<file path="src/design/sip_pkg.sv">
`timescale 1ns / 1ps

package sip_pkg;

	// default widths of the internal value and offset arithmetic
	localparam int DEF_VALUE_BITS  = 32;
	localparam int DEF_OFFSET_BITS = 16;

	// fixed port widths
	localparam int CHAR_BITS     = 8;
	localparam int RES_VAL_BITS  = 32;
	localparam int RES_OFF_BITS  = 16;
	localparam int BASE_BITS     = 6;
	localparam int CFG_DATA_BITS = 6;
	localparam int CFG_IDX_BITS  = 1;

	// register indexes
	localparam logic [CFG_IDX_BITS-1:0] REG_NUMBER_BASE = 1'd0;
	localparam logic [CFG_IDX_BITS-1:0] REG_SIGNED_MODE = 1'd1;

	// register reset values
	localparam logic [BASE_BITS-1:0] RST_NUMBER_BASE = 6'd10;
	localparam logic                 RST_SIGNED_MODE = 1'b1;

	// bases
	localparam logic [BASE_BITS-1:0] BASE_AUTO = 6'd0;
	localparam logic [BASE_BITS-1:0] BASE_MIN  = 6'd2;
	localparam logic [BASE_BITS-1:0] BASE_OCT  = 6'd8;
	localparam logic [BASE_BITS-1:0] BASE_DEC  = 6'd10;
	localparam logic [BASE_BITS-1:0] BASE_HEX  = 6'd16;
	localparam logic [BASE_BITS-1:0] BASE_MAX  = 6'd36;

	// characters
	localparam logic [CHAR_BITS-1:0] CH_TAB     = 8'd9;
	localparam logic [CHAR_BITS-1:0] CH_CR      = 8'd13;
	localparam logic [CHAR_BITS-1:0] CH_SPACE   = 8'h20;
	localparam logic [CHAR_BITS-1:0] CH_PLUS    = 8'd43;
	localparam logic [CHAR_BITS-1:0] CH_MINUS   = 8'd45;
	localparam logic [CHAR_BITS-1:0] CH_ZERO    = 8'd48;
	localparam logic [CHAR_BITS-1:0] CH_LOWER_A = 8'd97;
	localparam logic [CHAR_BITS-1:0] CH_LOWER_X = 8'd120;
	localparam logic [CHAR_BITS-1:0] CASE_BIT   = 8'h20;
	localparam logic [CHAR_BITS-1:0] LETTER_OFS = 8'd87;
	localparam logic [CHAR_BITS-1:0] NOT_DIGIT  = 8'd40;
	localparam logic [CHAR_BITS-1:0] DEC_TOP    = 8'd9;

	typedef struct packed {
		logic [RES_VAL_BITS-1:0] value;
		logic [RES_OFF_BITS-1:0] end_offset;
		logic                    overflowed;
	} result_t;

	// controller to datapath
	typedef struct packed {
		logic emit;      // push a result item
		logic set_neg;   // take the sign character
		logic adv;       // step the character position
		logic zero_pfx;  // leading zero under auto or hex base
		logic set_hex;   // x after the leading zero
		logic digit;     // accumulate one digit
	} sip_cmd_t;

	// datapath to controller
	typedef struct packed {
		logic is_space;
		logic is_sign;
		logic is_zero;
		logic is_x;
		logic digit_ok;
		logic base_illegal;
		logic base_pfx;
	} sip_status_t;

	// character value as a digit, 36 or more where it is none
	function automatic logic [CHAR_BITS-1:0] digit_of(input logic [CHAR_BITS-1:0] c);
		logic [CHAR_BITS-1:0] t;
		logic [CHAR_BITS-1:0] l;
		t = c - CH_ZERO;
		l = c | CASE_BIT;
		if (t <= DEC_TOP)
			return t;
		return (l >= CH_LOWER_A) ? l - LETTER_OFS : NOT_DIGIT;
	endfunction

endpackage

</file>
<file path="src/design/sip_ifs.sv">
`timescale 1ns / 1ps

interface sip_in_if import sip_pkg::*; ();
	logic                 valid;
	logic                 ready;
	logic [CHAR_BITS-1:0] character;
	logic                 string_start;

	modport source (output valid, character, string_start, input ready);
	modport sink   (input valid, character, string_start, output ready);
endinterface

interface sip_out_if import sip_pkg::*; ();
	logic                    valid;
	logic                    ready;
	logic [RES_VAL_BITS-1:0] value;
	logic [RES_OFF_BITS-1:0] end_offset;
	logic                    overflowed;

	modport source (output valid, value, end_offset, overflowed, input ready);
	modport sink   (input valid, value, end_offset, overflowed, output ready);
endinterface

</file>
<file path="src/design/sip_ctrl.sv">
`timescale 1ns / 1ps

module sip_ctrl import sip_pkg::*; (
	input  logic        clk,
	input  logic        arst_n,
	input  logic        in_fire,
	input  logic        start,
	input  sip_status_t st,
	output logic        clear,
	output sip_cmd_t    cmd
);

	typedef enum logic [2:0] {
		PH_IDLE,
		PH_SPACE,
		PH_PREFIX,
		PH_XMARK,
		PH_DIGITS
	} phase_t;

	phase_t phase_q;
	phase_t phase_d;
	phase_t eff;
	logic   to_pfx;
	logic   to_digit;

	// start of string: reload base, clear accumulation
	assign clear = in_fire && start;

	always_comb begin
		cmd      = '0;
		phase_d  = phase_q;
		eff      = phase_q;
		to_pfx   = 1'b0;
		to_digit = 1'b0;
		if (in_fire) begin
			if (start && st.base_illegal) begin
				cmd.emit = 1'b1;
				phase_d  = PH_IDLE;
			end else begin
				eff     = start ? PH_SPACE : phase_q;
				phase_d = eff;
				unique case (eff)
					PH_IDLE: begin
					end
					PH_SPACE: begin
						if (st.is_space) begin
							cmd.adv = 1'b1;
						end else if (st.is_sign) begin
							cmd.set_neg = 1'b1;
							cmd.adv     = 1'b1;
							phase_d     = PH_PREFIX;
						end else begin
							to_pfx = 1'b1;
						end
					end
					PH_PREFIX: to_pfx = 1'b1;
					PH_XMARK: begin
						if (st.is_x) begin
							cmd.set_hex = 1'b1;
							cmd.adv     = 1'b1;
							phase_d     = PH_DIGITS;
						end else begin
							to_digit = 1'b1;
						end
					end
					PH_DIGITS: to_digit = 1'b1;
					default: begin
					end
				endcase
				if (to_pfx) begin
					if (st.base_pfx && st.is_zero) begin
						cmd.zero_pfx = 1'b1;
						cmd.adv      = 1'b1;
						phase_d      = PH_XMARK;
					end else begin
						to_digit = 1'b1;
					end
				end
				if (to_digit) begin
					if (st.digit_ok) begin
						cmd.digit = 1'b1;
						cmd.adv   = 1'b1;
						phase_d   = PH_DIGITS;
					end else begin
						cmd.emit = 1'b1;
						phase_d  = PH_IDLE;
					end
				end
			end
		end
	end

	always_ff @(posedge clk or negedge arst_n) begin
		if (!arst_n) begin
			phase_q <= PH_IDLE;
		end else begin
			phase_q <= phase_d;
		end
	end

	// a result always closes the string
	a_emit_idle: assert property (@(posedge clk) disable iff (!arst_n)
		cmd.emit |=> phase_q == PH_IDLE)
		else $error("parse not idle after result");

	// one character does one kind of work
	a_one_action: assert property (@(posedge clk) disable iff (!arst_n)
		$onehot0({cmd.emit, cmd.digit, cmd.zero_pfx, cmd.set_hex, cmd.set_neg}))
		else $error("conflicting commands");

	// idle characters outside a string do nothing
	a_idle_quiet: assert property (@(posedge clk) disable iff (!arst_n)
		(phase_q == PH_IDLE && !clear) |-> (!cmd.adv && !cmd.emit))
		else $error("idle character acted on");

endmodule

</file>
<file path="src/design/sip_dp.sv">
`timescale 1ns / 1ps

module sip_dp import sip_pkg::*; #(
	parameter int VALUE_BITS  = DEF_VALUE_BITS,
	parameter int OFFSET_BITS = DEF_OFFSET_BITS
) (
	input  logic                     clk,
	input  logic                     arst_n,
	input  logic                     cfg_wr_en,
	input  logic [CFG_IDX_BITS-1:0]  cfg_index,
	input  logic [CFG_DATA_BITS-1:0] cfg_data,
	input  logic [CHAR_BITS-1:0]     character,
	input  logic                     clear,
	input  sip_cmd_t                 cmd,
	output sip_status_t              st,
	output result_t                  result
);

	localparam int PROD_BITS = VALUE_BITS + BASE_BITS;

	logic [BASE_BITS-1:0]   number_base_q;
	logic                   signed_mode_q;

	logic [BASE_BITS-1:0]   base_q;
	logic                   neg_q;
	logic [VALUE_BITS-1:0]  acc_q;
	logic                   sat_q;
	logic [OFFSET_BITS-1:0] pos_q;
	logic [OFFSET_BITS-1:0] fail_q;

	// state as seen by this character: cleared, base reloaded, on the first one of a string
	logic [BASE_BITS-1:0]   eff_base;
	logic                   eff_neg;
	logic [VALUE_BITS-1:0]  eff_acc;
	logic                   eff_sat;
	logic [OFFSET_BITS-1:0] eff_pos;
	logic [OFFSET_BITS-1:0] eff_fail;

	logic [OFFSET_BITS-1:0] pos_next;
	logic [BASE_BITS-1:0]   dig_base;
	logic [CHAR_BITS-1:0]   dig;
	logic [PROD_BITS-1:0]   prod;
	logic                   prod_ovf;

	logic                   out_neg;
	logic [VALUE_BITS-1:0]  lim;
	logic                   clamped;
	logic [VALUE_BITS-1:0]  num;

	assign eff_base = clear ? number_base_q : base_q;
	assign eff_neg  = clear ? 1'b0 : neg_q;
	assign eff_acc  = clear ? '0 : acc_q;
	assign eff_sat  = clear ? 1'b0 : sat_q;
	assign eff_pos  = clear ? '0 : pos_q;
	assign eff_fail = clear ? '0 : fail_q;

	assign pos_next = (eff_pos != '1) ? eff_pos + 1'b1 : eff_pos;

	// auto base that reaches a digit without a leading zero is decimal
	assign dig_base = (eff_base == BASE_AUTO) ? BASE_DEC : eff_base;
	assign dig      = digit_of(character);

	// overflow when acc * base + digit no longer fits
	assign prod     = PROD_BITS'(eff_acc) * PROD_BITS'(dig_base)
	                + PROD_BITS'(dig[BASE_BITS-1:0]);
	assign prod_ovf = |prod[PROD_BITS-1:VALUE_BITS];

	always_comb begin
		st.is_space     = (character == CH_SPACE) || (character >= CH_TAB && character <= CH_CR);
		st.is_sign      = (character == CH_PLUS) || (character == CH_MINUS);
		st.is_zero      = (character == CH_ZERO);
		st.is_x         = ((character | CASE_BIT) == CH_LOWER_X);
		st.digit_ok     = (dig < CHAR_BITS'(dig_base));
		st.base_illegal = !((number_base_q == BASE_AUTO) ||
		                    (number_base_q >= BASE_MIN && number_base_q <= BASE_MAX));
		st.base_pfx     = (eff_base == BASE_AUTO) || (eff_base == BASE_HEX);
	end

	// result: drop the sign of a saturated unsigned value, clamp in signed mode
	always_comb begin
		out_neg = eff_neg && !(eff_sat && !signed_mode_q);
		lim     = {1'b0, {(VALUE_BITS-1){1'b1}}} + VALUE_BITS'(out_neg);
		clamped = signed_mode_q && (eff_acc > lim);
		num     = clamped ? lim : eff_acc;
		if (out_neg)
			num = '0 - num;
		result.value      = RES_VAL_BITS'(num);
		result.end_offset = RES_OFF_BITS'(eff_fail);
		result.overflowed = eff_sat || clamped;
	end

	always_ff @(posedge clk or negedge arst_n) begin
		if (!arst_n) begin
			number_base_q <= RST_NUMBER_BASE;
			signed_mode_q <= RST_SIGNED_MODE;
		end else if (cfg_wr_en) begin
			unique case (cfg_index)
				REG_NUMBER_BASE: number_base_q <= cfg_data[BASE_BITS-1:0];
				REG_SIGNED_MODE: signed_mode_q <= cfg_data[0];
				default: begin
				end
			endcase
		end
	end

	always_ff @(posedge clk or negedge arst_n) begin
		if (!arst_n) begin
			base_q <= '0;
			neg_q  <= 1'b0;
			acc_q  <= '0;
			sat_q  <= 1'b0;
			pos_q  <= '0;
			fail_q <= '0;
		end else begin
			pos_q  <= cmd.adv ? pos_next : eff_pos;
			fail_q <= (cmd.zero_pfx || cmd.digit) ? pos_next : eff_fail;
			neg_q  <= cmd.set_neg ? (character == CH_MINUS) : eff_neg;
			priority if (cmd.zero_pfx)
				base_q <= (eff_base == BASE_AUTO) ? BASE_OCT : BASE_HEX;
			else if (cmd.set_hex)
				base_q <= BASE_HEX;
			else if (cmd.digit)
				base_q <= dig_base;
			else
				base_q <= eff_base;
			if (cmd.digit) begin
				acc_q <= prod_ovf ? '1 : prod[VALUE_BITS-1:0];
				sat_q <= eff_sat || prod_ovf;
			end else begin
				acc_q <= eff_acc;
				sat_q <= eff_sat;
			end
		end
	end

endmodule

</file>
<file path="src/design/sip_obuf.sv">
`timescale 1ns / 1ps

module sip_obuf import sip_pkg::*; (
	input  logic    clk,
	input  logic    arst_n,
	input  logic    push,
	input  result_t push_data,
	output logic    space,
	sip_out_if.source out_ch
);

	result_t main_q;
	result_t skid_q;
	logic    main_v_q;
	logic    skid_v_q;
	logic    pop;

	assign pop   = main_v_q && out_ch.ready;
	assign space = !skid_v_q;

	assign out_ch.valid      = main_v_q;
	assign out_ch.value      = main_q.value;
	assign out_ch.end_offset = main_q.end_offset;
	assign out_ch.overflowed = main_q.overflowed;

	always_ff @(posedge clk or negedge arst_n) begin
		if (!arst_n) begin
			main_v_q <= 1'b0;
			skid_v_q <= 1'b0;
		end else if (pop) begin
			if (skid_v_q) begin
				skid_v_q <= 1'b0;
			end else if (!push) begin
				main_v_q <= 1'b0;
			end
		end else if (push) begin
			if (main_v_q)
				skid_v_q <= 1'b1;
			else
				main_v_q <= 1'b1;
		end
	end

	always_ff @(posedge clk) begin
		if (pop) begin
			if (skid_v_q)
				main_q <= skid_q;
			else if (push)
				main_q <= push_data;
		end else if (push) begin
			if (main_v_q)
				skid_q <= push_data;
			else
				main_q <= push_data;
		end
	end

	a_skid_behind_main: assert property (@(posedge clk) disable iff (!arst_n)
		skid_v_q |-> main_v_q)
		else $error("skid entry without head entry");

	a_no_push_full: assert property (@(posedge clk) disable iff (!arst_n)
		push |-> !skid_v_q)
		else $error("result pushed into full buffer");

	a_skid_moves_up: assert property (@(posedge clk) disable iff (!arst_n)
		(pop && skid_v_q) |=> (main_v_q && !skid_v_q))
		else $error("skid entry lost on pop");

endmodule

</file>
<file path="src/design/string_to_integer_parser.sv">
`timescale 1ns / 1ps

// channel   dir  payload                                   item
// in_ch     in   character[7:0], string_start              one string character
// out_ch    out  value[31:0], end_offset[15:0], overflowed one parse result
// cfg       in   cfg_wr_en, cfg_index[0], cfg_data[5:0]    register write
//
// a character is taken each cycle in_ch is ready and finished in the cycle it is accepted
// a result is registered and offered the cycle after its terminating character if none waits
// the per-cycle path is one multiply of the accumulator by the 6-bit base plus the digit add
// reset clears the parse to idle, empties the result buffer, base 10 and signed mode on
// results go through a two-entry buffer; in_ch stalls only while both entries are full

module string_to_integer_parser import sip_pkg::*; #(
	parameter int VALUE_BITS  = DEF_VALUE_BITS,
	parameter int OFFSET_BITS = DEF_OFFSET_BITS
) (
	input  logic                     clk,
	input  logic                     arst_n,
	sip_in_if.sink                   in_ch,
	sip_out_if.source                out_ch,
	input  logic                     cfg_wr_en,
	input  logic [CFG_IDX_BITS-1:0]  cfg_index,
	input  logic [CFG_DATA_BITS-1:0] cfg_data
);

	sip_cmd_t    cmd;
	sip_status_t st;
	result_t     result;
	logic        clear;
	logic        buf_space;
	logic        in_fire;

	// accept whenever the result buffer has room for one more item
	assign in_ch.ready = buf_space;
	assign in_fire     = in_ch.valid && buf_space;

	// phase sequencing: whitespace, sign, prefix, digits
	sip_ctrl u_ctrl (
		.clk     (clk),
		.arst_n  (arst_n),
		.in_fire (in_fire),
		.start   (in_ch.string_start),
		.st      (st),
		.clear   (clear),
		.cmd     (cmd)
	);

	// registers, character classes, accumulate and result shaping
	sip_dp #(
		.VALUE_BITS  (VALUE_BITS),
		.OFFSET_BITS (OFFSET_BITS)
	) u_dp (
		.clk       (clk),
		.arst_n    (arst_n),
		.cfg_wr_en (cfg_wr_en),
		.cfg_index (cfg_index),
		.cfg_data  (cfg_data),
		.character (in_ch.character),
		.clear     (clear),
		.cmd       (cmd),
		.st        (st),
		.result    (result)
	);

	// output register plus skid entry
	sip_obuf u_obuf (
		.clk       (clk),
		.arst_n    (arst_n),
		.push      (cmd.emit),
		.push_data (result),
		.space     (buf_space),
		.out_ch    (out_ch)
	);

endmodule
</file>
<file path="src/flat_wrapper.sv">
// flat-port wrapper written by rule: the top's interface ports become plain ports
module string_to_integer_parser_flat import sip_pkg::*;
#(
	parameter int VALUE_BITS  = DEF_VALUE_BITS,
	parameter int OFFSET_BITS = DEF_OFFSET_BITS
)
  (clk, arst_n, cfg_wr_en, cfg_index, cfg_data, in_ch_valid, in_ch_character, in_ch_string_start, in_ch_ready, out_ch_valid, out_ch_value, out_ch_end_offset, out_ch_overflowed, out_ch_ready);
  sip_in_if in_ch_i ();
  sip_out_if out_ch_i ();
  input  logic clk;
  input  logic arst_n;
  input  logic cfg_wr_en;
  input  logic [CFG_IDX_BITS-1:0] cfg_index;
  input  logic [CFG_DATA_BITS-1:0] cfg_data;
  input wire logic [$bits(in_ch_i.valid)-1:0] in_ch_valid;
  input wire logic [$bits(in_ch_i.character)-1:0] in_ch_character;
  input wire logic [$bits(in_ch_i.string_start)-1:0] in_ch_string_start;
  output wire logic [$bits(in_ch_i.ready)-1:0] in_ch_ready;
  output wire logic [$bits(out_ch_i.valid)-1:0] out_ch_valid;
  output wire logic [$bits(out_ch_i.value)-1:0] out_ch_value;
  output wire logic [$bits(out_ch_i.end_offset)-1:0] out_ch_end_offset;
  output wire logic [$bits(out_ch_i.overflowed)-1:0] out_ch_overflowed;
  input wire logic [$bits(out_ch_i.ready)-1:0] out_ch_ready;
  assign in_ch_i.valid = in_ch_valid;
  assign in_ch_i.character = in_ch_character;
  assign in_ch_i.string_start = in_ch_string_start;
  assign in_ch_ready = in_ch_i.ready;
  assign out_ch_valid = out_ch_i.valid;
  assign out_ch_value = out_ch_i.value;
  assign out_ch_end_offset = out_ch_i.end_offset;
  assign out_ch_overflowed = out_ch_i.overflowed;
  assign out_ch_i.ready = out_ch_ready;
  string_to_integer_parser #(.VALUE_BITS(VALUE_BITS), .OFFSET_BITS(OFFSET_BITS)) u_core (.clk(clk), .arst_n(arst_n), .in_ch(in_ch_i), .out_ch(out_ch_i), .cfg_wr_en(cfg_wr_en), .cfg_index(cfg_index), .cfg_data(cfg_data));
endmodule
</file>
<file path="config.mk">
export PLATFORM = sky130hd
export DESIGN_NAME = string_to_integer_parser_flat
export DESIGN_NICKNAME = d
export VERILOG_FILES = /design/src/design/sip_pkg.sv /design/src/design/sip_ifs.sv /design/src/design/sip_ctrl.sv /design/src/design/sip_dp.sv /design/src/design/sip_obuf.sv /design/src/design/string_to_integer_parser.sv /design/src/flat_wrapper.sv
export SDC_FILE = /design/constraint.sdc
export NUM_CORES = 1
export LEC_CHECK = 0
export BUFFER_PORTS_ARGS = -buffer_cell sky130_fd_sc_hd__buf_2
export CAP_MARGIN = 10
export CORE_ASPECT_RATIO = 1.4
export CORE_UTILIZATION = 45
export CTS_CLUSTER_SIZE = 10
export DETAILED_ROUTE_END_ITERATION = 7
export GPL_TIMING_DRIVEN = 0
export MAX_ROUTING_LAYER = met4
export SYNTH_ARGS = -nofsm -noshare
export SYNTH_HDL_FRONTEND = slang
export SYNTH_SLANG_ARGS = --single-unit
</file>
<file path="constraint.sdc">
create_clock -name clk -period 7.5 [get_ports clk]
set_input_delay 0.375 -clock clk [delete_from_list [all_inputs] [get_ports clk]]
set_output_delay 0.375 -clock clk [all_outputs]
set_load 0.01 [all_outputs]
</file>
; ---- Word level (Yosys, flattened, before mapping)
; Cells that the tools add are included.
[op_classes]
n_addsub = 6
mul = 1
div = 0
magnitude_cmp = 8
n_eq_ne = 14
n_shift = 0
mux = 75
bitwise_logic = 2
n_reduce_logical = 33
[op_table]
columns = operator, n
row1 = 2-to-1 mux 49 bit, 5
row2 = 2-to-1 mux 32 bit, 5
row3 = 2-to-1 mux 16 bit, 5
row4 = adder 38 x 6 -> 38 bit, 1
row5 = multiplier 32 x 6 -> 38 bit, 1
row6 = 2-to-1 mux 6 bit, 6
row7 = 2-to-1 mux 1 bit, 33
row8 = "adder 31 x 1 -> 32 bit, first input constant", 1
row9 = "== test 8 x 6 -> 1 bit, second input constant", 4
row10 = greater-than comparator 32 bit, 1
row11 = "subtractor 1 x 32 -> 32 bit, first input constant", 1
row12 = 2-to-1 mux 3 bit, 9
row13 = 2-to-1 mux 8 bit, 3
row14 = "adder 16 x 1 -> 16 bit, second input constant", 1
row15 = "<= comparator 8 x 4 -> 1 bit, second input constant", 2
row16 = "!= test 16 bit, second input constant", 1
row17 = zero test 6 bit, 2
row18 = logical AND 1 bit, 10
row19 = 2-to-1 mux 5 bit, 2
row20 = AND reduction 3 bit, 3
row21 = "greater-or-equal comparator 8 x 4 -> 1 bit, second input constant", 1
row22 = "greater-or-equal comparator 8 x 7 -> 1 bit, second input constant", 1
row23 = less-than comparator 8 x 6 -> 1 bit, 1
row24 = "subtractor 8 x 6 -> 8 bit, second input constant", 1
row25 = 19 further kinds, 39
[word_totals]
register_bits = 182
latch_bits = 0
ram_bits = 0
rom_bits = 0
input_bits = 21
out_inout_bits = 51
elab_cells = 156
n_memories = 0

; ---- Longest topological paths before layout
; Gate-level depths: netlist of the first run.
[logic_depth]
ltp_word = 17
ltp_mapped = 28
depth_no_buf = 24

; ---- Cells and area by module
; Synthesis of the first run repeated with hierarchy kept, for this count alone.
[unflattened]
hier_cells = 1744
hier_area_um2 = 17088.9
[by_module_without_submodules]
columns = mod, n_inst, cells_each, area_each_um2, seq_area_each_um2
row1 = sip_dp, 1, 1527, 12966.2, 1980.6
row2 = sip_obuf, 1, 164, 3677.3, 2992.9
row3 = sip_ctrl, 1, 52, 439.2, 75.1
row4 = string_to_integer_parser, 1, 1, 6.3, 0.0

; ---- Worst setup path before layout of the first run
; Ideal clock, no wire load.
[synth_path]
kind = flip-flop to flip-flop
startpoint = reg u_core.u_obuf.skid_v_q
endpoint = reg u_core.u_obuf.main_q, in the netlist u_core.u_obuf.out_ch.end_offset[0] (enable)
setup_ns = 0.536
arrival_time_ns = 7.148
required_ns = 6.964
slack_ns = -0.184
path_stages_with_launch = 19
n_path_buf = 5
synth_period_minus_slack_ns = 7.684
path_cell_list = dfrtp_1 > nand3b_1 > buf_2 > clkbuf_1 > clkbuf_1 > buf_1 > mux2i_1 > nand2_1 > inv_1 > clkbuf_1 > ha_1 > a21o_1 > a21oi_1 > o2111a_1 > o21ai_1 > nand2_1 > a21o_1 > ha_1 > a221oi_1
[synth_via]
elab_chain_cells = 16
elab_cells_between_ends = 21
cone_classes = order compare (1) / eq/ne (1) / mux (10) / reduce/logical (9)
[synth_lines]
columns = item, line_no
row1 = start: declaration, sip_obuf.sv:15  ; logic skid_v_q;
row2 = start signal: assignment, sip_obuf.sv:29  ; skid_v_q <= 1'b0;
row3 = start signal: assignment, sip_obuf.sv:32  ; skid_v_q <= 1'b0;
row4 = start signal: assignment, sip_obuf.sv:38  ; skid_v_q <= 1'b1;
row5 = branches (longest 15 deep; another with less-than comparator 8 x 6 -> 1 bit), --
row6 = AND reduction 3 bit (no source line) (*), --
row7 = end signal: assignment, sip_obuf.sv:47  ; main_q <= skid_q;
row8 = end signal: assignment, sip_obuf.sv:49  ; main_q <= push_data;
row9 = end signal: assignment, sip_obuf.sv:54  ; main_q <= push_data;
row10 = end: declaration, sip_obuf.sv:12  ; result_t main_q;
; Mark *: on every way between the ends. The select of a mux whose other input is x is not followed.
; A chain may end at the register's enable or synchronous reset.

; ---- Worst setup path in the final report of the first run
[layout_path]
startpoint = reg u_core.u_obuf.skid_v_q
endpoint = reg u_core.u_dp.acc_q[31]
[layout_via]
elab_chain_cells = 15
elab_cells_between_ends = 24
cone_classes = add/sub (1) / mul (1) / order compare (1) / eq/ne (1) / mux (13) / reduce/logical (7)
[layout_lines]
columns = item, line_no
row1 = zero test 1 bit (*), sip_obuf.sv:19  ; assign space = !skid_v_q;
row2 = logical AND 1 bit (*), string_to_integer_parser.sv:36  ; assign in_fire = in_ch.valid && buf_space;
row3 = branches (longest 12 deep; another with multiplier 32 x 6 -> 38 bit), --
row4 = 2-to-1 mux 32 bit (*), sip_dp.sv:126  ; if (cmd.digit) begin
row5 = end signal: assignment, sip_dp.sv:127  ; acc_q <= prod_ovf ? '1 : prod[VALUE_BITS-1:0];
row6 = end: declaration, sip_dp.sv:26  ; logic [VALUE_BITS-1:0] acc_q;
; Marks and branches as above.

==> impl_results.md, run 1 <==
- Status: finished with violations
- Failing checks: design-rule violations
- Drt initial violations: 971
- Number of remaining DRC errors: 24
- Fin area: 0.0187 mm2
- Power per Cell Area: 521 mW/mm2
- Worst slew margin: 34.2%
- Critical Path End Type: flip-flop
- Worst-path fanout max: 10
- Largest net degree at the start of global routing: 47
- First-pass DRT Iterations: 7
- GRT Total Usage: 30.0%
- DP Area: 0.0179 mm2
- IO buf count: 70
- Met3 Use GR: 3.16%
- Detailed-route vias per instance: 5.86
- Library cells used by synthesis: 81
- Share of cells above drive strength 1: 12.7%
- TritonCTS clock tree: done
- Antenna violations before repair: 0
- Util after Layout: 51.0%
- Die Span Y: 231 um
- Met2 usage: 51.8%
- Cell mode on critical path: fa_1
- H-tree levels: 4
- Synth Warn #: 0
- First-pass GRT wire length: 82,400 um
- Clk pin slew, worst setup/hold paths: 0.07 ns
- Cell leakage power: 9.03 nW
- CP Launch Type: flip-flop
- Clock latency on the worst-skew pair: 0.46 ns
- Crit path DAT: 7.59 ns
- Vias in the first global route: 14,238
- Ys flop type: edfxtp_1
- DRT Wirelength: 53,300 um
- Wire per inst: 22.4 um
- Final hold slack: 0.154 ns
- GR Overflow Total: 0
- Final hold violations: 0
- Pre-CTS WS: -2.85 ns
- DIE AREA: 0.0381 mm2
- Synth Instances: 1,798
- Count of pins over their slew limit: 0
- CP peak stage delay: 0.57 ns
- Final Cycle Share: 97.0%
- Async S/R FF share, synth: 46.2%
- Count of final setup violators: 0
- I/O pin count: 72
- Worst clock skew: 0.0148 ns
- Row cnt: 83
- Area growth, synth to finish: 11.6%
- Critical path class: flip-flop to flip-flop
- Bufs on Longest Clock Path: 2
- Worst slew pin tran: 0.982 ns
- N_diodes: 0
- CTS buffer count: 17
- HPWL after DPL: 43,400 um
- Antenna Nets Post-Route: 0
- Fmax: 137 MHz
- Critical-path top delay cell: fa_1
- Power, Total: 9.77 mW
- Post-synthesis sequential area ratio: 30.1%
- Clk sinks: 182
- Final min period: 7.28 ns
- Global route hottest layer: met2
- Max-Cap Viols: 0
- Grt met1 use: 34.7%
- Initial core utilization: 45.7%
- Die X: 165 um
- Clk Tree Root Cell: clkbuf_16
- Avg Inst Size Synth: 9.34 um2
- Placeable Area: 0.0368 mm2
- Number of synthesized flops with an enable pin: 98
- Critical path required time: 7.82 ns
- Placer Congestion: 0.949
- Mapped Nets: 2,074
- Setup ws final: 0.223 ns
- Mapped Area: 0.0168 mm2
- Yosys reg bits: 182
- Net count, final: 2,175
- Maximum vdd drop: 0.000276 V
- Vias after detailed routing: 13,942
- Worst min path class: primary input to flip-flop
## what timing repair did
item,CTS,global route
pin swaps,4,1
endpoints found under the setup margin,64,49
endpoints found under the hold margin,43,0
buffers inserted,6,2
hold buffers,1,0
gates resized for setup,45,22
## Yosys cell counts (38+ instances only)
master | instances | share of area, %
nand2_1 | 178 | 4.0
edfxtp_1 | 98 | 18
a21oi_1 | 104 | 3.1
fa_1 | 124 | 15
o21ai_0 | 65 | 1.9
clkbuf_1 | 76 | 1.7
a31oi_1 | 55 | 2.0
ha_1 | 131 | 9.8
nand3_1 | 38 | 1.1
dfrtp_1 | 81 | 12
nor2_1 | 177 | 4.0
inv_1 | 114 | 2.5
and3_1 | 113 | 4.2
## cells by family after synthesis
group,share of synthesized area (%)
simple gates,19.0
compound gates,15.2
fa+ha+maj,24.5
buf+inv,5.10
flops,30.1
xor+xnor,3.23
mux,2.86
## power breakdown
group          total (mW)  leakage, nW  switching (mW)  internal (mW)
sequential           1.64         2.00           0.237           1.40
combinational        7.15         6.71            4.43           2.72
clock               0.979        0.313           0.436          0.543
total                9.77         9.03            5.11           4.67
## cells in the final DEF (no fill, tap or decap), types with 32 or more instances in the layout
cell type  instances
a21o_1            35
nand3_1           37
and3_1           113
ha_1             131
mux2_2            32
inv_1            114
nor2_1           175
edfxtp_1          98
buf_2             78
a21oi_1          101
clkbuf_1          50
o21ai_0           65
xnor2_1           37
nand2_1          177
dfrtp_1           79
fa_1             124
a31oi_1           55
## flip-flops by register name (all words and copies together) (netlist names)
signal and cells:
u_core.u_dp.pos_q 16, u_core.u_obuf.out_ch.valid 1, u_core.u_obuf.out_ch.value 32, u_core.u_obuf.skid_v_q 1, u_core.u_obuf.out_ch.end_offset 16, u_core.u_dp.signed_mode_q 1
u_core.u_obuf.skid_q 49, u_core.u_dp.acc_q 32, u_core.u_dp.neg_q 1, u_core.u_dp.sat_q 1, u_core.u_dp.base_q 6, u_core.u_obuf.out_ch.overflowed 1
u_core.u_ctrl.phase_q 3, u_core.u_dp.number_base_q 6, u_core.u_dp.fail_q 16
## critical path, delay by kind of cell (launching register included)
family / cells / cell delay, ns
AO/OA/AOI/OAI: 7 / 1.56
XOR/XNOR: 1 / 0.17
adder cells (fa/ha/maj): 5 / 2.40
buffers and inverters: 10 / 1.52
flip-flops: 1 / 0.41
multiplexers: 1 / 0.26
AND/OR/NAND/NOR: 4 / 0.75
## area by class of cell
type / count / area [um2]
fillers: 3450 / 18000
clock buffers: 20 / 479
flip-flops and latches: 182 / 5050
clock inverters: 12 / 153
repair buffers: 88 / 579
plain buffers: 89 / 473
inverters: 117 / 439
well taps: 467 / 584
multi-input cells: 1404 / 11000
## per-layer routing
metal / up-vias / wire (um)
met3: 99 / 2220
met4: 0 / 2530
met5: - / 0
met1: 6847 / 21100
met2: 446 / 27400
li1: 6550 / -
## per-stage QoR
step | std cells | TNS [ns]
after global routing | 2379 | -0.135
final | 2379 | 0
after CTS | 2377 | 0
after detailed placement | 2344 | -111.64
after global placement | 2335 | -405.57
after floorplan | 1798 | 0
## path summary, 6_finish.rpt
path                       depth (start not counted)                     start                        endpoint  slack, ns
max in group asynchronous                          3                    arst_n       u_core.u_dp.signed_mode_q       6.34
max reg2reg                                       28    u_core.u_obuf.skid_v_q           u_core.u_dp.acc_q[31]       0.22
min in group asynchronous                          2                    arst_n        u_core.u_ctrl.phase_q[2]       0.47
min                                                2               cfg_data[3]    u_core.u_dp.number_base_q[3]       0.15
min reg2reg                                        2  u_core.u_obuf.skid_q[29]  u_core.u_obuf.out_ch.value[12]       0.53
max                                               28    u_core.u_obuf.skid_v_q           u_core.u_dp.acc_q[31]       0.22
(Power assumes the default switching activity.)
==> run 2, diff against run 1 <==
--- a/config.mk
+++ b/config.mk
@@ -5,6 +5,7 @@
 export SDC_FILE = /design/constraint.sdc
 export NUM_CORES = 1
 export LEC_CHECK = 0
+export ABC_AREA = 1
 export BUFFER_PORTS_ARGS = -buffer_cell sky130_fd_sc_hd__buf_2
 export CAP_MARGIN = 10
 export CORE_ASPECT_RATIO = 1.4
==> impl_results.md, run 2 <==
- Status: complete, no violations
- Final min period: 7.15 ns
- Initial core utilization: 45.6%
- Max-Cap Viols: 0
- Top sig layer: met4
- Setup ws final: 0.355 ns
- Drt initial violations: 826
- Bufs on Longest Clock Path: 2
- Die X: 167 um
- Library cells used by synthesis: 60
- Mapped Area: 0.0171 mm2
- TritonCTS clock tree: done
- Critical path class: flip-flop to flip-flop
- Largest net degree at the start of global routing: 50
- Yosys reg bits: 182
- I/O pin count: 72
- Antenna Nets Post-Route: 0
- Post-synth top area cell: edfxtp_1
- Placeable Area: 0.0375 mm2
- Biggest register: u_core.u_obuf.skid_q
- Wire per inst: 16.5 um
- Met3 wire len: 1350 um
- Antenna violations before repair: 0
- RR Startpoint: u_core.u_obuf.skid_v_q
- Commonest non-fill, non-tap cell in the layout: nand2_1
- Post-synthesis sequential area ratio: 29.5%
- IO buf count: 71
- Share of cells above drive strength 1: 10.8%
- Worst clock skew: 0.0204 ns
- Worst slew margin: 47.5%
- GR Overflow Total: 0
- Avg Inst Size Synth: 7.84 um2
- Ys flop type: edfxtp_1
- Vias in the first global route: 14,498
- H-tree levels: 4
- CP peak stage delay: 0.55 ns
- HPWL after DPL: 38,100 um
- Critical path required time: 7.84 ns
- Worst-path fanout max: 10
- Critical Path End Type: flip-flop
- Fin area: 0.0188 mm2
- Worst reg-to-reg setup slack: 0.35 ns
- Area growth, synth to finish: 10.1%
- Critical path origin: u_core.u_obuf.skid_v_q
- Worst slew pin tran: 0.787 ns
- Critical Path End: u_core.u_dp.acc_q[21]
- Count of final setup violators: 0
- Largest cells by area after synthesis: edfxtp_1, fa_1, nand2_1
- Fmax: 140 MHz
- DP Area: 0.0181 mm2
- GRT Total Usage: 25.6%
- Most frequent cell after synthesis: nand2_1
- DIE AREA: 0.0388 mm2
- M1 WL: 19,300 um
- Placer Congestion: 0.902
- Count of pins over their slew limit: 0
- Clk sinks: 182
- Net count, final: 2,549
- Worst min path class: primary input to flip-flop
- Final hold violations: 0
- RR Endpoint: u_core.u_dp.acc_q[21]
- Most frequent cells in the layout: nand2_1, nor2_1, inv_1
- Synth Warn #: 0
- DRT Wirelength: 45,500 um
- Yosys top cell area share: 17.2%
- Crit path DAT: 7.48 ns
- Detailed-route vias per instance: 5.14
- Vias after detailed routing: 14,174
- Final hold slack: 0.0658 ns
- Max reg flops: 49
- Commonest cells in the netlist: nand2_1, nor2_1, inv_1
- Clock latency on the worst-skew pair: 0.47 ns
- Synth Instances: 2,179
- Clk pin slew, worst setup/hold paths: 0.09 ns
- CTS buffer count: 17
- Setup bufs post-CTS: 0
- R2R depth: 31
- Clk Tree Root Cell: clkbuf_16
- Number of remaining DRC errors: 0
- Async S/R FF share, synth: 46.2%
- First-pass GRT wire length: 75,100 um
- RSZ-0062 raised after global routing: false
- Number of synthesized flops with an enable pin: 98
- Final Cycle Share: 95.3%
- Pre-CTS WS: -0.437 ns
- Row cnt: 84
- N_diodes: 0
- First-pass DRT Iterations: 5
- Die Span Y: 233 um
- Met2 wire len: 22,600 um
- Mapped Nets: 2,455
- Critical-path top delay cell: fa_1
- CP Launch Type: flip-flop
[run 2: cell types whose count changed after synthesis, sizes merged, moves of 47 or more]
cell,before,now
nand2,179,624
o21ai,73,135
inv,114,303
and3,113,1
nor2,177,298
clkbuf,76,29
[run 2: logic make-up after synthesis]
kind of cell    count (synthesis)  synth area share (%)
simple gates                 1052                  25.9
buf+inv                       365                  8.70
compound gates                274                  9.11
fa+ha+maj                     255                  24.1
flops                         182                  29.5
xor+xnor                       49                  2.51
mux                             2                 0.132
[run 2: worst min path at each step]
stage | startpoint | to | slack [ns] | cells after the start
global route | cfg_wr_en | u_core.u_dp.signed_mode_q | 0.06 | 2
floorplan | arst_n | u_core.u_ctrl.phase_q[0] | 0.08 | 0
finish | cfg_wr_en | u_core.u_dp.signed_mode_q | 0.07 | 2
detailed placement | arst_n | u_core.u_ctrl.phase_q[2] | 0.38 | 1
CTS | cfg_wr_en | u_core.u_dp.signed_mode_q | 0.05 | 2
global placement | u_core.u_dp.number_base_q[0] | u_core.u_dp.number_base_q[0] | 0.48 | 2
[run 2: per-layer routing]
metal  global-route usage (%)  up-vias
met5                        -        -
met4                     12.8        0
met3                     2.52       81
met2                     44.1      270
met1                     29.9     6693
li1                         -     7130
[run 2: what timing repair did]
| action | in CTS | in global routing |
|---|---|---|
| endpoints found under the setup margin | 32 | 33 |
| hold buffers | 1 | 0 |
| gates resized for setup | 6 | 15 |
| endpoints found under the hold margin | 35 | 0 |
[run 2: metrics by stage]
| step | TNS, ns | instances | utilization, % |
|---|---|---|---|
| after floorplan | 0 | 2179 | - |
| after global placement | -23.59 | 2723 | 48.1 |
| after detailed placement | -9.83 | 2726 | 48.3 |
| after CTS | 0 | 2759 | 50.1 |
| after global routing | 0 | 2759 | 50.2 |
| final | 0 | 2759 | 50.2 |
[run 2: critical path: cells and delay by family (launching register included)]
kind	cells	cell delay, ns
AO/OA/AOI/OAI	2	0.41
XOR/XNOR	1	0.07
adder cells (fa/ha/maj)	5	2.25
buffers and inverters	10	1.61
flip-flops	1	0.44
AND/OR/NAND/NOR	13	2.21
[run 2: cell type report]
cell class              count  area, um2
clock inverters            15        211
flip-flops and latches    182       5050
repair buffers             75        435
multi-input cells        1632      10600
inverters                 305       1150
well taps                 473        592
fillers                  3712      18700
plain buffers              60        352
clock buffers              17        425
Power of run 2 is left out: the tool's default activity adds up to more than one toggle a clock period on the data nets, which glitch-free logic cannot reach.
==> run 3, diff against run 2 <==
==> constraint.sdc (replaced) <==
create_clock -name clk -period 7.5 [get_ports clk]
set_input_delay 1.125 -clock clk [delete_from_list [all_inputs] [get_ports clk]]
set_output_delay 1.125 -clock clk [all_outputs]
set_load 0.01 [all_outputs]
==> impl_results.md, run 3 (synthesized netlist as in run 2, its figures left out) <==
- Drt initial violations: 857
- First-pass DRT Iterations: 5
- Crit path DAT: 7.51 ns
- Worst min path class: flip-flop to flip-flop
- I/O pin count: 72
- H-tree levels: 4
- DIE AREA: 0.0388 mm2
- IO buf count: 71
- Status: complete, no violations
- Number of remaining DRC errors: 0
- Antenna Nets Post-Route: 0
- Most frequent cells in the layout: nand2_1, nor2_1, inv_1
- N_diodes: 0
- Clk pin slew, worst setup/hold paths: 0.08 ns
- Worst path bufs/invs: 9
- RSZ-0062 raised after global routing: false
- Worst slew margin: 47.7%
- Hold buffer count at CTS: 0
- Placer Congestion: 0.902
- CTS buffer count: 17
- Hold_sp: u_core.u_dp.number_base_q[0]
- Wire per inst: 16.5 um
- Final Cycle Share: 95.6%
- Pre-CTS WS: -1.19 ns
- Count of pins over their slew limit: 0
- Critical path origin: in_ch_valid
- Initial core utilization: 45.6%
- Fmax: 139 MHz
- Row cnt: 84
- Worst-path fanout max: 10
- HPWL after DPL: 38,100 um
- Die X: 167 um
- Placeable Area: 0.0375 mm2
- Max reg flops: 49
- Bufs on Longest Clock Path: 2
- Max-Cap Viols: 0
- Setup ws final: 0.327 ns
- Commonest non-fill, non-tap cell in the layout: nand2_1
- Clk sinks: 182
- CP peak stage delay: 0.55 ns
- TritonCTS clock tree: done
- Critical-path top delay cell: fa_1
- Vias after detailed routing: 14,214
- Final min period: 7.17 ns
- Die Span Y: 233 um
- Clock latency on the worst-skew pair: 0.47 ns
- Clk Tree Root Cell: clkbuf_16
- Count of final setup violators: 0
- CP Launch Type: primary input
- Worst slew pin tran: 0.784 ns
- Largest net degree at the start of global routing: 50
- Vias in the first global route: 14,502
- Share of cells above drive strength 1: 11.0%
- Setup bufs post-CTS: 0
- Critical path required time: 7.84 ns
- Area growth, synth to finish: 10.2%
- Critical Path End Type: flip-flop
- Net count, final: 2,547
- First-pass GRT wire length: 75,200 um
- Cell mode on critical path: inv_1
- GRT Total Usage: 25.6%
- Critical path class: primary input to flip-flop
- Final hold violations: 0
- Biggest register: u_core.u_obuf.skid_q
- Antenna violations before repair: 0
- Top delay family on crit path: simple AND/OR/NAND/NOR gates
- GR Overflow Total: 0
- RR Startpoint: u_core.u_obuf.skid_v_q
- Worst clock skew: 0.0214 ns
- DRT Wirelength: 45,500 um
- Worst reg-to-reg setup slack: 0.63 ns
- Detailed-route vias per instance: 5.16
==> run 3: per-stage QoR <==
step | hold WS, ns | util (%) | setup TNS (ns) | instances | area [um2]
after floorplan | 0.453 | - | 0 | 2179 | 17100
after global routing | 0.522 | 50.2 | 0 | 2757 | 18800
final | 0.496 | 50.2 | 0 | 2757 | 18800
after global placement | 0.482 | 48.1 | -105.21 | 2723 | 18000
after detailed placement | 0.487 | 48.3 | -34.58 | 2726 | 18100
after CTS | 0.502 | 50.1 | 0 | 2758 | 18800
==> run 3: worst paths after layout <==
path | endpoint | depth (start not counted)
min reg2reg | u_core.u_dp.number_base_q[0] | 2
min in group asynchronous | u_core.u_ctrl.phase_q[2] | 1
max reg2reg | u_core.u_dp.acc_q[21] | 31
max | u_core.u_dp.acc_q[21] | 33
min | u_core.u_dp.number_base_q[0] | 2
max in group asynchronous | u_core.u_dp.number_base_q[3] | 2
==> run 3: layer usage <==
layer | global-route usage, % | up-vias | wire length (um)
met5 | - | - | 0
met4 | 12.5 | 0 | 2190
met3 | 2.52 | 77 | 1160
met2 | 44.2 | 282 | 22600
met1 | 29.9 | 6725 | 19600
li1 | - | 7130 | -
==> run 3: what timing repair did <==
action                     CTS  global route
pin swaps                    0             0
setup endpoints to repair   33            33
resized for setup           13            15
==> run 3: area by class of cell <==
type | instances | area, um2
repair buffers | 74 | 425
fillers | 3709 | 18700
flip-flops and latches | 182 | 5050
plain buffers | 59 | 349
inverters | 305 | 1150
multi-input cells | 1632 | 10600
clock buffers | 17 | 425
well taps | 473 | 592
clock inverters | 15 | 211
==> run 3: worst reg2reg max path, delay by kind of cell (launching register included) <==
family / cells / cell delay (ns)
xor+xnor: 1 / 0.07
fa+ha+maj: 5 / 2.24
simple gates: 16 / 2.76
buf+inv: 7 / 0.86
flops: 1 / 0.44
compound gates: 2 / 0.37
Power of run 3 is left out for the same reason.
